## src/rtl/core/lpr_pkg.sv

```systemverilog
// ----------------------------------------------------------------------------
// lpr_pkg
// Shared constants, codes and helpers for the line pixel rasterizer.
// ----------------------------------------------------------------------------
package lpr_pkg;

  // Default coordinate width
  localparam int LPR_COORD_WIDTH = 10;

  // Color formats
  localparam int RGB_WIDTH   = 24;
  localparam int COLOR_WIDTH = 16;

  // Configuration port
  localparam int CFG_INDEX_WIDTH = 2;
  localparam logic [CFG_INDEX_WIDTH-1:0] REG_FOREGROUND = 2'd0;
  localparam logic [CFG_INDEX_WIDTH-1:0] REG_BACKGROUND = 2'd1;

  // Operation codes
  localparam logic OP_START = 1'b0;
  localparam logic OP_STEP  = 1'b1;

  // Control of one registered item handed to the step unit
  typedef struct packed {
    logic valid;
    logic op;
    logic erase;
  } lpr_item_ctrl_t;

  // Convert 24-bit RGB (red in top byte) to RGB565
  function automatic logic [COLOR_WIDTH-1:0] to565(input logic [RGB_WIDTH-1:0] rgb);
    to565 = {rgb[23:19], rgb[15:10], rgb[7:3]};
  endfunction

endpackage

```

## src/rtl/core/lpr_setup.sv

```systemverilog
// ----------------------------------------------------------------------------
// lpr_setup
// Line setup: pick the major axis, order endpoints and derive the spans.
// ----------------------------------------------------------------------------
module lpr_setup #(
  parameter int COORD_WIDTH = lpr_pkg::LPR_COORD_WIDTH
) (
  input  logic [COORD_WIDTH-1:0] start_x,
  input  logic [COORD_WIDTH-1:0] start_y,
  input  logic [COORD_WIDTH-1:0] end_x,
  input  logic [COORD_WIDTH-1:0] end_y,
  output logic                   steep,
  output logic [COORD_WIDTH-1:0] major_start,
  output logic [COORD_WIDTH-1:0] major_stop,
  output logic [COORD_WIDTH-1:0] minor_start,
  output logic [COORD_WIDTH-1:0] major_len,
  output logic [COORD_WIDTH-1:0] minor_len,
  output logic                   down
);

  logic [COORD_WIDTH-1:0] dx;
  logic [COORD_WIDTH-1:0] dy;
  logic [COORD_WIDTH-1:0] a1;
  logic [COORD_WIDTH-1:0] a2;
  logic [COORD_WIDTH-1:0] b1;
  logic [COORD_WIDTH-1:0] b2;
  logic                   swap;
  logic [COORD_WIDTH-1:0] bs;
  logic [COORD_WIDTH-1:0] be;

  // Span on each axis
  assign dx = (start_x > end_x) ? start_x - end_x : end_x - start_x;
  assign dy = (start_y > end_y) ? start_y - end_y : end_y - start_y;
  assign steep = dy > dx;

  // Swap axes for steep lines
  assign a1 = steep ? start_y : start_x;
  assign b1 = steep ? start_x : start_y;
  assign a2 = steep ? end_y   : end_x;
  assign b2 = steep ? end_x   : end_y;

  // Order endpoints so the major coordinate rises
  assign swap        = a1 > a2;
  assign major_start = swap ? a2 : a1;
  assign major_stop  = swap ? a1 : a2;
  assign bs          = swap ? b2 : b1;
  assign be          = swap ? b1 : b2;
  assign minor_start = bs;

  assign major_len = major_stop - major_start;
  assign minor_len = (bs > be) ? bs - be : be - bs;
  assign down      = !(bs < be);

endmodule

```

## src/rtl/core/lpr_step.sv

```systemverilog
// ----------------------------------------------------------------------------
// lpr_step
// Line state, one Bresenham step per step item and the result register.
// ----------------------------------------------------------------------------
module lpr_step #(
  parameter int COORD_WIDTH = lpr_pkg::LPR_COORD_WIDTH
) (
  input  logic                             clk,
  input  logic                             rst,
  input  lpr_pkg::lpr_item_ctrl_t          item,
  output logic                             item_ready,
  input  logic                             set_steep,
  input  logic [COORD_WIDTH-1:0]           set_major_pos,
  input  logic [COORD_WIDTH-1:0]           set_major_end,
  input  logic [COORD_WIDTH-1:0]           set_minor_pos,
  input  logic [COORD_WIDTH-1:0]           set_major_span,
  input  logic [COORD_WIDTH-1:0]           set_minor_span,
  input  logic                             set_minor_down,
  input  logic [lpr_pkg::RGB_WIDTH-1:0]    fg_rgb,
  input  logic [lpr_pkg::RGB_WIDTH-1:0]    bg_rgb,
  output logic                             out_valid,
  input  logic                             out_stall,
  output logic [COORD_WIDTH-1:0]           pixel_x,
  output logic [COORD_WIDTH-1:0]           pixel_y,
  output logic [lpr_pkg::COLOR_WIDTH-1:0]  color565,
  output logic                             last
);

  localparam int EW = COORD_WIDTH + 2;

  logic                   busy;
  logic                   steep_flag;
  logic                   minor_down;
  logic                   erase_flag;
  logic [COORD_WIDTH-1:0] major_pos;
  logic [COORD_WIDTH-1:0] major_end;
  logic [COORD_WIDTH-1:0] minor_pos;
  logic [COORD_WIDTH-1:0] major_span;
  logic [COORD_WIDTH-1:0] minor_span;
  logic signed [EW-1:0]   error_term;

  logic                   is_step;
  logic                   out_free;
  logic                   fire;
  logic                   emit;
  logic                   start;
  logic [COORD_WIDTH-1:0] major_pos_next;
  logic [COORD_WIDTH-1:0] minor_pos_next;
  logic signed [EW-1:0]   err_sub;
  logic signed [EW-1:0]   err_add;
  logic signed [EW-1:0]   error_term_next;
  logic                   fin;

  // Handshake toward the input register
  assign is_step    = (item.op == lpr_pkg::OP_STEP) && busy;
  assign out_free   = !out_valid || !out_stall;
  assign item_ready = out_free || !is_step;
  assign fire       = item.valid && item_ready;
  assign emit       = fire && is_step;
  assign start      = fire && (item.op == lpr_pkg::OP_START);

  // Advance the error term and coordinates
  assign major_pos_next  = major_pos + COORD_WIDTH'(1);
  assign fin             = major_pos_next == major_end;
  assign err_sub         = error_term - $signed({1'b0, minor_span, 1'b0});
  assign err_add         = err_sub + $signed({1'b0, major_span, 1'b0});
  assign error_term_next = err_sub[EW-1] ? err_add : err_sub;
  assign minor_pos_next  = !err_sub[EW-1] ? minor_pos :
                           (minor_down ? minor_pos - COORD_WIDTH'(1)
                                       : minor_pos + COORD_WIDTH'(1));

  // Hold line state; load on start, advance on step
  always_ff @(posedge clk) begin
    if (rst) begin
      busy       <= 1'b0;
      steep_flag <= 1'b0;
      minor_down <= 1'b0;
      erase_flag <= 1'b0;
      major_pos  <= '0;
      major_end  <= '0;
      minor_pos  <= '0;
      major_span <= '0;
      minor_span <= '0;
      error_term <= '0;
    end else if (start) begin
      busy       <= set_major_span != '0;
      steep_flag <= set_steep;
      minor_down <= set_minor_down;
      erase_flag <= item.erase;
      major_pos  <= set_major_pos;
      major_end  <= set_major_end;
      minor_pos  <= set_minor_pos;
      major_span <= set_major_span;
      minor_span <= set_minor_span;
      error_term <= $signed({2'b00, set_major_span});
    end else if (emit) begin
      major_pos  <= major_pos_next;
      minor_pos  <= minor_pos_next;
      error_term <= error_term_next;
      if (fin) begin
        busy <= 1'b0;
      end
    end
  end

  // Result register valid
  always_ff @(posedge clk) begin
    if (rst) begin
      out_valid <= 1'b0;
    end else if (emit) begin
      out_valid <= 1'b1;
    end else if (!out_stall) begin
      out_valid <= 1'b0;
    end
  end

  // Result register payload
  always_ff @(posedge clk) begin
    if (emit) begin
      pixel_x  <= steep_flag ? minor_pos : major_pos;
      pixel_y  <= steep_flag ? major_pos : minor_pos;
      color565 <= lpr_pkg::to565(erase_flag ? bg_rgb : fg_rgb);
      last     <= fin;
    end
  end

  // Checks
  a_busy_span: assert property (@(posedge clk) disable iff (rst)
    busy |-> (major_span != '0))
    else $error("busy with zero major span");

  a_err_nonneg: assert property (@(posedge clk) disable iff (rst)
    !error_term[EW-1])
    else $error("error term went negative");

  a_minor_le_major: assert property (@(posedge clk) disable iff (rst)
    minor_span <= major_span)
    else $error("minor span exceeds major span");

  a_last_idle: assert property (@(posedge clk) disable iff (rst)
    (emit && fin) |=> (!busy && out_valid && last))
    else $error("line not closed after last pixel");

endmodule

```

## src/rtl/core/line_pixel_rasterizer_top.sv

```systemverilog
// ----------------------------------------------------------------------------
// line_pixel_rasterizer_top
// Bresenham line rasterizer: start beats load a line, step beats emit pixels while it is active.
// ----------------------------------------------------------------------------
// Path: a step beat is captured in the input register, and its pixel is then
//   written into the result register that drives the outputs.
// Throughput: one beat per cycle; the input register advances whenever the
//   result register is free or the held beat yields no pixel.
// Reset: rst clears line state, colors and both valid flags; block is idle.
// ----------------------------------------------------------------------------
module line_pixel_rasterizer_top #(
  parameter int COORD_WIDTH = lpr_pkg::LPR_COORD_WIDTH
) (
  input  logic                                clk,
  input  logic                                rst,
  input  logic                                cfg_we,
  input  logic [lpr_pkg::CFG_INDEX_WIDTH-1:0] cfg_index,
  input  logic [lpr_pkg::RGB_WIDTH-1:0]       cfg_data,
  input  logic                                in_valid,
  output logic                                in_stall,
  input  logic                                op,
  input  logic [COORD_WIDTH-1:0]              start_x,
  input  logic [COORD_WIDTH-1:0]              start_y,
  input  logic [COORD_WIDTH-1:0]              end_x,
  input  logic [COORD_WIDTH-1:0]              end_y,
  input  logic                                erase,
  output logic                                out_valid,
  input  logic                                out_stall,
  output logic [COORD_WIDTH-1:0]              pixel_x,
  output logic [COORD_WIDTH-1:0]              pixel_y,
  output logic [lpr_pkg::COLOR_WIDTH-1:0]     color565,
  output logic                                last
);

  logic [lpr_pkg::RGB_WIDTH-1:0] foreground_rgb;
  logic [lpr_pkg::RGB_WIDTH-1:0] background_rgb;

  logic                     s1_valid;
  logic                     s1_op;
  logic                     s1_erase;
  logic [COORD_WIDTH-1:0]   s1_start_x;
  logic [COORD_WIDTH-1:0]   s1_start_y;
  logic [COORD_WIDTH-1:0]   s1_end_x;
  logic [COORD_WIDTH-1:0]   s1_end_y;

  lpr_pkg::lpr_item_ctrl_t  item;
  logic                     item_ready;
  logic                     set_steep;
  logic [COORD_WIDTH-1:0]   set_major_pos;
  logic [COORD_WIDTH-1:0]   set_major_end;
  logic [COORD_WIDTH-1:0]   set_minor_pos;
  logic [COORD_WIDTH-1:0]   set_major_span;
  logic [COORD_WIDTH-1:0]   set_minor_span;
  logic                     set_minor_down;

  // Write color registers
  always_ff @(posedge clk) begin
    if (rst) begin
      foreground_rgb <= '0;
      background_rgb <= '0;
    end else if (cfg_we) begin
      case (cfg_index)
        lpr_pkg::REG_FOREGROUND: foreground_rgb <= cfg_data;
        lpr_pkg::REG_BACKGROUND: background_rgb <= cfg_data;
        default: ;
      endcase
    end
  end

  // Stall the input while the held beat cannot move on
  assign in_stall = s1_valid && !item_ready;

  // Input register valid
  always_ff @(posedge clk) begin
    if (rst) begin
      s1_valid <= 1'b0;
    end else if (!in_stall) begin
      s1_valid <= in_valid;
    end
  end

  // Input register payload
  always_ff @(posedge clk) begin
    if (in_valid && !in_stall) begin
      s1_op      <= op;
      s1_erase   <= erase;
      s1_start_x <= start_x;
      s1_start_y <= start_y;
      s1_end_x   <= end_x;
      s1_end_y   <= end_y;
    end
  end

  assign item.valid = s1_valid;
  assign item.op    = s1_op;
  assign item.erase = s1_erase;

  lpr_setup #(
    .COORD_WIDTH (COORD_WIDTH)
  ) u_setup (
    .start_x     (s1_start_x),
    .start_y     (s1_start_y),
    .end_x       (s1_end_x),
    .end_y       (s1_end_y),
    .steep       (set_steep),
    .major_start (set_major_pos),
    .major_stop  (set_major_end),
    .minor_start (set_minor_pos),
    .major_len   (set_major_span),
    .minor_len   (set_minor_span),
    .down        (set_minor_down)
  );

  lpr_step #(
    .COORD_WIDTH (COORD_WIDTH)
  ) u_step (
    .clk            (clk),
    .rst            (rst),
    .item           (item),
    .item_ready     (item_ready),
    .set_steep      (set_steep),
    .set_major_pos  (set_major_pos),
    .set_major_end  (set_major_end),
    .set_minor_pos  (set_minor_pos),
    .set_major_span (set_major_span),
    .set_minor_span (set_minor_span),
    .set_minor_down (set_minor_down),
    .fg_rgb         (foreground_rgb),
    .bg_rgb         (background_rgb),
    .out_valid      (out_valid),
    .out_stall      (out_stall),
    .pixel_x        (pixel_x),
    .pixel_y        (pixel_y),
    .color565       (color565),
    .last           (last)
  );

endmodule

```

## config.mk

```make
export PLATFORM = sky130hd
export DESIGN_NAME = line_pixel_rasterizer_top
export DESIGN_NICKNAME = d
export VERILOG_FILES = /design/src/rtl/core/lpr_pkg.sv /design/src/rtl/core/lpr_setup.sv /design/src/rtl/core/lpr_step.sv /design/src/rtl/core/line_pixel_rasterizer_top.sv
export SDC_FILE = /design/constraint.sdc
export NUM_CORES = 1
export LEC_CHECK = 0
export BUFFER_PORTS_ARGS = -buffer_cell sky130_fd_sc_hd__buf_2
export CORE_UTILIZATION = 56
export DETAILED_ROUTE_END_ITERATION = 7
export PLACE_DENSITY = 0.77
export SLEW_MARGIN = 20
export SYNTH_ARGS = -nofsm -noshare
export SYNTH_HDL_FRONTEND = slang
export SYNTH_HIERARCHICAL = 1
export SYNTH_SLANG_ARGS = --single-unit
export TNS_END_PERCENT = 1
```

## constraint.sdc

```tcl
create_clock -name clk -period 11.1 [get_ports clk]
set_clock_uncertainty 0.1 [all_clocks]
set_input_delay 1.665 -clock clk [delete_from_list [all_inputs] [get_ports clk]]
set_output_delay 1.665 -clock clk [all_outputs]
set_load 0.01 [all_outputs]
```

==> impl_results.rst, run 1 <==
.. list-table::
   :header-rows: 1

   * - Metric
     - Value
   * - Yosys synthesis warning count
     - 6
   * - Top-level I/O count
     - 112
   * - Worst Hold Path Cells
     - 2
   * - CTS tree
     - yes
   * - ANT nets after route
     - 0
   * - Origin of the critical flop-to-flop path
     - s1_start_x[0]
   * - Via count of the routed design
     - 11400
   * - Critical Path Fanout Max
     - 11
   * - Number of inserted diodes
     - 0
   * - Cell chosen for the clock root
     - sky130_fd_sc_hd__clkbuf_16
   * - Avg Cell Area, Syn
     - 8.78 um^2
   * - Final Wtd Congestion
     - 0.956
   * - Number of global-route vias before repair
     - 10900
   * - Number of buffer and inverter stages on the critical path
     - 4
   * - Worst slew pin tran
     - 885 ps
   * - FF-to-FF path depth
     - 48
   * - Crit-path most repeated cell
     - sky130_fd_sc_hd__a21o_1
   * - First-pass DRT Iterations
     - 8
   * - Non-filler instance count after layout
     - 1919
   * - Setup slack, reg-to-reg
     - 700 ps
   * - Estimated wirelength of the detail-placed design
     - 26000 um
   * - Placeable core region
     - 0.0228 mm^2
   * - Max Clock Freq
     - 96.2 MHz
   * - Final routed wirelength across all metal layers
     - 35300 um
   * - Worst slack after detailed placement
     - 435 ps
   * - Via density per instance
     - 5.92
   * - Placed Cells incl. Taps
     - 1883
   * - Count of H-tree levels built during CTS
     - 4
   * - Ratio of cells with drive above 1 in the final layout
     - 17.0%
   * - Maximum number of pins on one net before global-route repair
     - 77
   * - Starting Density
     - 57.5%
   * - Row count
     - 55
   * - WL per Instance
     - 18.4 um
   * - Sequential cell area in the final layout
     - 0.00435 mm^2
   * - Utilization of the core after routing
     - 65.0%
   * - Kind of path behind the tightest hold check
     - reg2reg
   * - Startpoint class of the critical path
     - flip-flop
   * - Clock sink count
     - 178
   * - Crit path kind
     - reg2reg
   * - Synthesized instance count
     - 1492
   * - Count of nets after finishing
     - 1782
   * - Total DRC errors in the routed layout
     - 0
   * - Layout-stage area growth over the synthesis result
     - 12.9%
   * - Wire length of the first global-routing pass
     - 56900 um
   * - Number of buffers added on ports
     - 103
   * - Max cap viols
     - 0
   * - Final-report setup violation count
     - 0
   * - Insertion delay to the later sink of the worst-skew pair
     - 440 ps
   * - End point of the most critical hold path
     - u_step/minor_span[7]
   * - Maximum buffer depth of the clock tree
     - 2
   * - Result of the run
     - finished, final reports clean
   * - CP Data Arrival Time
     - 10660 ps
   * - Mapped cell area
     - 0.0131 mm^2
   * - Die ar.
     - 0.0240 mm^2
   * - Highest-delay cell along the critical path
     - sky130_fd_sc_hd__edfxtp_1
   * - Initial antenna violation count
     - 0
   * - Critical path endpoint category
     - flip-flop
   * - Largest stage delay on the critical path
     - 440 ps
   * - Post-Route Setup TNS
     - 0 ps
   * - Area of combinational cells with multiple inputs
     - 0.00811 mm^2
   * - Clock period minus worst slack
     - 10400 ps
   * - Data required time at the worst endpoint
     - 11360 ps
   * - Hold buffer count at CTS
     - 0
   * - Total CTS buffers
     - 17
   * - Largest delay contributor family on the critical path
     - compound AO/OA/AOI/OAI gates
   * - Floorplan die height
     - 155 um
   * - Endpoint of the worst-slack reg-to-reg timing path
     - u_step/minor_span[8]
   * - Overall fraction of global-route tracks in use
     - 30.1%
   * - Clk pin slew, worst setup/hold paths
     - 80 ps
   * - Origin of the worst min-delay path
     - u_step/minor_span[7]
   * - Number of fill cells
     - 1881
   * - Headroom to the max-slew limit
     - 40.9%
   * - Portion of the clock cycle consumed by the worst path in the final layout
     - 93.7%
   * - Final Hold Fails
     - 0
   * - Crit path setup slack, layout
     - 700 ps
   * - Post-Synthesis Net Count
     - 1681
   * - Final Max Tran Viols
     - 0
   * - X dimension of the die
     - 155 um
   * - 1st-iter DRT viols
     - 1038
   * - Total grt overflow
     - 0
final cells by class:
class | instances | share of cell area (%)
Tap cell | 313 | 2.65
Inverter | 105 | 2.68
Sequential cell | 178 | 29.4
Clock buffer | 19 | 3.07
Multi-Input combinational cell | 1136 | 54.8
Timing Repair Buffer | 155 | 6.46
Clock inverter | 13 | 0.922
through the flow:
step | area [um^2] | hold slack (ps)
global route | 14800 | 381
finish | 14800 | 358
floorplan | 13100 | 336
detailed placement | 14100 | 348
CTS | 14700 | 360
global placement | 14100 | 346
flip-flops by register name, indices dropped and copies added, names as in the netlist, 11 cells and up:
signal / flops
u_step/error_term: 11
background_rgb: 16
foreground_rgb: 16
u_step/color565: 16
worst reg2reg max path: cells and delay by family, from the launching register on:
family	cells	cell delay [ps]
compound gates	26	5190
fa+ha+maj	6	1900
simple gates	7	990
mux	3	990
flops	1	440
buf+inv	4	440
xor+xnor	2	280
worst max path at each step:
stage	cells past startpoint	to	slack (ps)	startpoint
final	48	u_step/minor_span[8]	700	s1_start_x[0]
after global routing	50	u_step/minor_span[8]	-10	s1_start_x[0]
after floorplan	50	u_step/minor_span[9]	860	s1_start_x[0]
after detailed placement	47	u_step/minor_span[8]	430	s1_start_x[4]
after CTS	49	u_step/minor_span[8]	350	s1_start_y[3]
after global placement	51	u_step/minor_span[8]	680	s1_start_y[0]
cells in the final DEF, fill, tap and decap left out, types with 56 or more instances in the layout:
| cell | n |
|---|---|
| sky130_fd_sc_hd__o21ai_0 | 60 |
| sky130_fd_sc_hd__nand2_1 | 158 |
| sky130_fd_sc_hd__a21oi_1 | 160 |
| sky130_fd_sc_hd__inv_1 | 102 |
| sky130_fd_sc_hd__mux2i_1 | 84 |
| sky130_fd_sc_hd__nor2_1 | 96 |
| sky130_fd_sc_hd__dfxtp_1 | 99 |
| sky130_fd_sc_hd__ha_1 | 106 |
| sky130_fd_sc_hd__edfxtp_1 | 79 |
| sky130_fd_sc_hd__nand2b_1 | 56 |
| sky130_fd_sc_hd__buf_2 | 103 |
timing repair:
action	CTS	global route
buffers inserted	0	3
gates resized for setup	0	15
endpoints found under the setup margin	0	9
routing by layer:
layer	share of wire [%]	vias up	GRT usage, %	wire length, um
li1	-	5525	-	-
met5	0	-	0	0
met4	2.4	0	9.71	831
met2	46	454	49.9	16400
met1	44	5326	39.3	15400
met3	7.7	50	6.04	2720
Power of run 1 is left out: the tool's default activity adds up to more than one toggle a clock period on the data nets, which glitch-free logic cannot reach.
==> run 2: changes to the inputs <==
--- a/config.mk
+++ b/config.mk
@@ -6,7 +6,9 @@
 export NUM_CORES = 1
 export LEC_CHECK = 0
 export BUFFER_PORTS_ARGS = -buffer_cell sky130_fd_sc_hd__buf_2
-export CORE_UTILIZATION = 56
+export CELL_PAD_IN_SITES_DETAIL_PLACEMENT = 0
+export CELL_PAD_IN_SITES_GLOBAL_PLACEMENT = 1
+export CORE_UTILIZATION = 43
 export DETAILED_ROUTE_END_ITERATION = 7
 export PLACE_DENSITY = 0.77
 export SLEW_MARGIN = 20
==> impl_results.rst, run 2 (same netlist as run 1, synthesis figures left out) <==
.. list-table::
   :header-rows: 1

   * - Metric
     - Value
   * - Result of the run
     - finished, final reports clean (unchanged)
   * - Sequential cell area in the final layout
     - 0.00435 mm^2 (unchanged)
   * - Starting Density
     - 44.0% (was 57.5%)
   * - Headroom to the max-slew limit
     - 41.4% (was 40.9%)
   * - Clock period minus worst slack
     - 10480 ps (was 10400 ps)
   * - CP Data Arrival Time
     - 10750 ps (was 10660 ps)
   * - Wire length of the first global-routing pass
     - 57500 um (was 56900 um)
   * - Placeable core region
     - 0.0298 mm^2 (was 0.0228 mm^2)
   * - Layout-stage area growth over the synthesis result
     - 14.0% (was 12.9%)
   * - Max Clock Freq
     - 95.5 MHz (was 96.2 MHz)
   * - Worst hold margin
     - 365 ps (was 358 ps)
   * - Estimated wirelength of the detail-placed design
     - 27800 um (was 26000 um)
   * - Area of combinational cells with multiple inputs
     - 0.00808 mm^2 (was 0.00811 mm^2)
   * - Crit-path most repeated cell
     - sky130_fd_sc_hd__a21o_1 (unchanged)
   * - Kind of path behind the tightest hold check
     - reg2reg (unchanged)
   * - Worst setup path start
     - s1_start_x[0] (unchanged)
   * - Count of instances resized after the clock tree is built
     - 0 (unchanged)
   * - ANT nets after route
     - 0 (unchanged)
   * - Initial antenna violation count
     - 0 (unchanged)
   * - Count of nets after finishing
     - 1797 (was 1782)
   * - Worst slew pin tran
     - 877 ps (was 885 ps)
   * - Post-Route Setup TNS
     - 0 ps (unchanged)
   * - Largest stage delay on the critical path
     - 470 ps (was 440 ps)
   * - Startpoint class of the critical path
     - flip-flop (unchanged)
   * - Number of fill cells
     - 2889 (was 1881)
   * - Leading registers by flop count
     - background_rgb (16), foreground_rgb (16), u_step/color565 (16) (unchanged)
   * - Die ar.
     - 0.0312 mm^2 (was 0.0240 mm^2)
   * - Number of inserted diodes
     - 0 (unchanged)
   * - Floorplan die height
     - 177 um (was 155 um)
   * - Final-report setup violation count
     - 0 (unchanged)
   * - Number of global-route vias before repair
     - 10600 (was 10900)
   * - Data required time at the worst endpoint
     - 11370 ps (was 11360 ps)
   * - Total grt overflow
     - 0 (unchanged)
   * - Clk pin slew, worst setup/hold paths
     - 90 ps (was 80 ps)
   * - Via count of the routed design
     - 11200 (was 11400)
   * - Highest-count cells in the layout ignoring fill and taps
     - sky130_fd_sc_hd__a21oi_1, sky130_fd_sc_hd__nand2_1, sky130_fd_sc_hd__ha_1, sky130_fd_sc_hd__buf_2, sky130_fd_sc_hd__inv_1 (unchanged)
   * - Portion of the clock cycle consumed by the worst path in the final layout
     - 94.4% (was 93.7%)
   * - Final Hold Fails
     - 0 (unchanged)
   * - Hold buffer count at CTS
     - 0 (unchanged)
   * - Leading cell type in the layout, fill and taps excluded
     - sky130_fd_sc_hd__a21oi_1 (unchanged)
   * - Clock sink count
     - 178 (unchanged)
   * - Final Max Tran Viols
     - 0 (unchanged)
   * - 1st-iter DRT viols
     - 889 (was 1038)
   * - Total CTS buffers
     - 17 (unchanged)
   * - Maximum number of pins on one net before global-route repair
     - 117 (was 77)
   * - Critical Path Fanout Max
     - 11 (unchanged)
   * - WL per Instance
     - 18.2 um (was 18.4 um)
   * - Count of H-tree levels built during CTS
     - 4 (unchanged)
   * - Number of buffers added on ports
     - 103 (unchanged)
   * - Setup slack, reg-to-reg
     - 620 ps (was 700 ps)
   * - Endpoint of the worst-slack reg-to-reg timing path
     - u_step/minor_span[9] (was u_step/minor_span[8])
   * - FF-to-FF path depth
     - 48 (unchanged)
   * - Row count
     - 63 (was 55)
   * - Final routed wirelength across all metal layers
     - 36600 um (was 35300 um)
   * - Max cap viols
     - 0 (unchanged)
   * - Insertion delay to the later sink of the worst-skew pair
     - 450 ps (was 440 ps)
   * - Origin of the critical flop-to-flop path
     - s1_start_x[0] (unchanged)
   * - Ratio of cells with drive above 1 in the final layout
     - 17.5% (was 17.0%)
   * - Top-level I/O count
     - 112 (unchanged)
   * - Post-CTS Setup Repair Bufs
     - 0 (unchanged)
   * - Maximum buffer depth of the clock tree
     - 2 (unchanged)
   * - Via density per instance
     - 5.58 (was 5.92)
   * - Cell chosen for the clock root
     - sky130_fd_sc_hd__clkbuf_16 (unchanged)
   * - Overall fraction of global-route tracks in use
     - 23.8% (was 30.1%)
   * - CTS tree
     - yes (unchanged)
   * - Crit path kind
     - reg2reg (unchanged)
   * - Largest delay contributor family on the critical path
     - compound AO/OA/AOI/OAI gates (unchanged)
   * - Critical path depth in cells
     - 48 (unchanged)
   * - RSZ-0062 raised after global routing
     - no
   * - Total DRC errors in the routed layout
     - 0 (unchanged)
   * - Number of buffer and inverter stages on the critical path
     - 6 (was 4)
   * - Highest-delay cell along the critical path
     - sky130_fd_sc_hd__edfxtp_1 (unchanged)
   * - Critical path endpoint category
     - flip-flop (unchanged)
   * - First-pass DRT Iterations
     - 7 (was 8)
   * - End point of the critical path
     - u_step/minor_span[9] (was u_step/minor_span[8])
   * - X dimension of the die
     - 177 um (was 155 um)
   * - Final Wtd Congestion
     - 0.903 (was 0.956)
-- run 2: cell count changes in the layout (fill, tap and decap cells not counted), sizes merged --
cell / delta
buf: +15
clkinvlp: +2
clkbuf: -2
-- run 2: metal layers --
| layer | wire length [um] | global-route usage, % | part of all wire (%) | vias to the layer above |
|---|---|---|---|---|
| li1 | - | - | - | 5545 |
| met3 | 1870 | 3.08 | 5.1 | 34 |
| met2 | 16800 | 38.1 | 46 | 324 |
| met1 | 17300 | 33.1 | 47 | 5312 |
| met4 | 622 | 7.58 | 1.7 | 0 |
| met5 | 0 | 0 | 0 | - |
-- run 2: how the worst min path moves through the flow --
stage / from / end / slack (ps) / depth (start not counted)
detailed placement: u_step/minor_span[4] / u_step/minor_span[4] / 350 / 2
finish: u_step/minor_span[4] / u_step/minor_span[4] / 360 / 2
global placement: u_step/minor_span[7] / u_step/minor_span[7] / 350 / 2
global route: u_step/major_span[2] / u_step/major_span[2] / 390 / 2
floorplan: u_step/minor_span[2] / u_step/minor_span[2] / 340 / 2
CTS: u_step/minor_span[4] / u_step/minor_span[4] / 360 / 2
-- run 2: worst register-to-register path, delay by kind of cell (launching register included) --
family,cells,cell delay (ps)
compound gates,24,4290
xor+xnor,2,290
fa+ha+maj,5,1730
buf+inv,6,880
flops,1,470
mux,4,1270
simple gates,7,1390
-- run 2: layout make-up --
cell class                 instances  area share, %
tap                              390           3.27
sequential                       178           29.2
multi-input combinational       1136           54.1
timing repair buffer             170           6.86
clock buffer                      17           2.85
clock inverter                    15           1.12
inverter                         105           2.66
-- run 2: through the flow --
step / std cells / setup WS [ps] / utilization, % / cell area [um^2]
after floorplan: 1492 / 861 / - / 13100
after global placement: 1979 / 485 / 48.0 / 14300
after detailed placement: 1979 / 389 / 48.0 / 14300
after CTS: 2011 / 360 / 50.0 / 14900
after global routing: 2011 / 15.3 / 50.1 / 14900
final: 2011 / 624 / 50.1 / 14900
Power of run 2 is left out for the same reason.
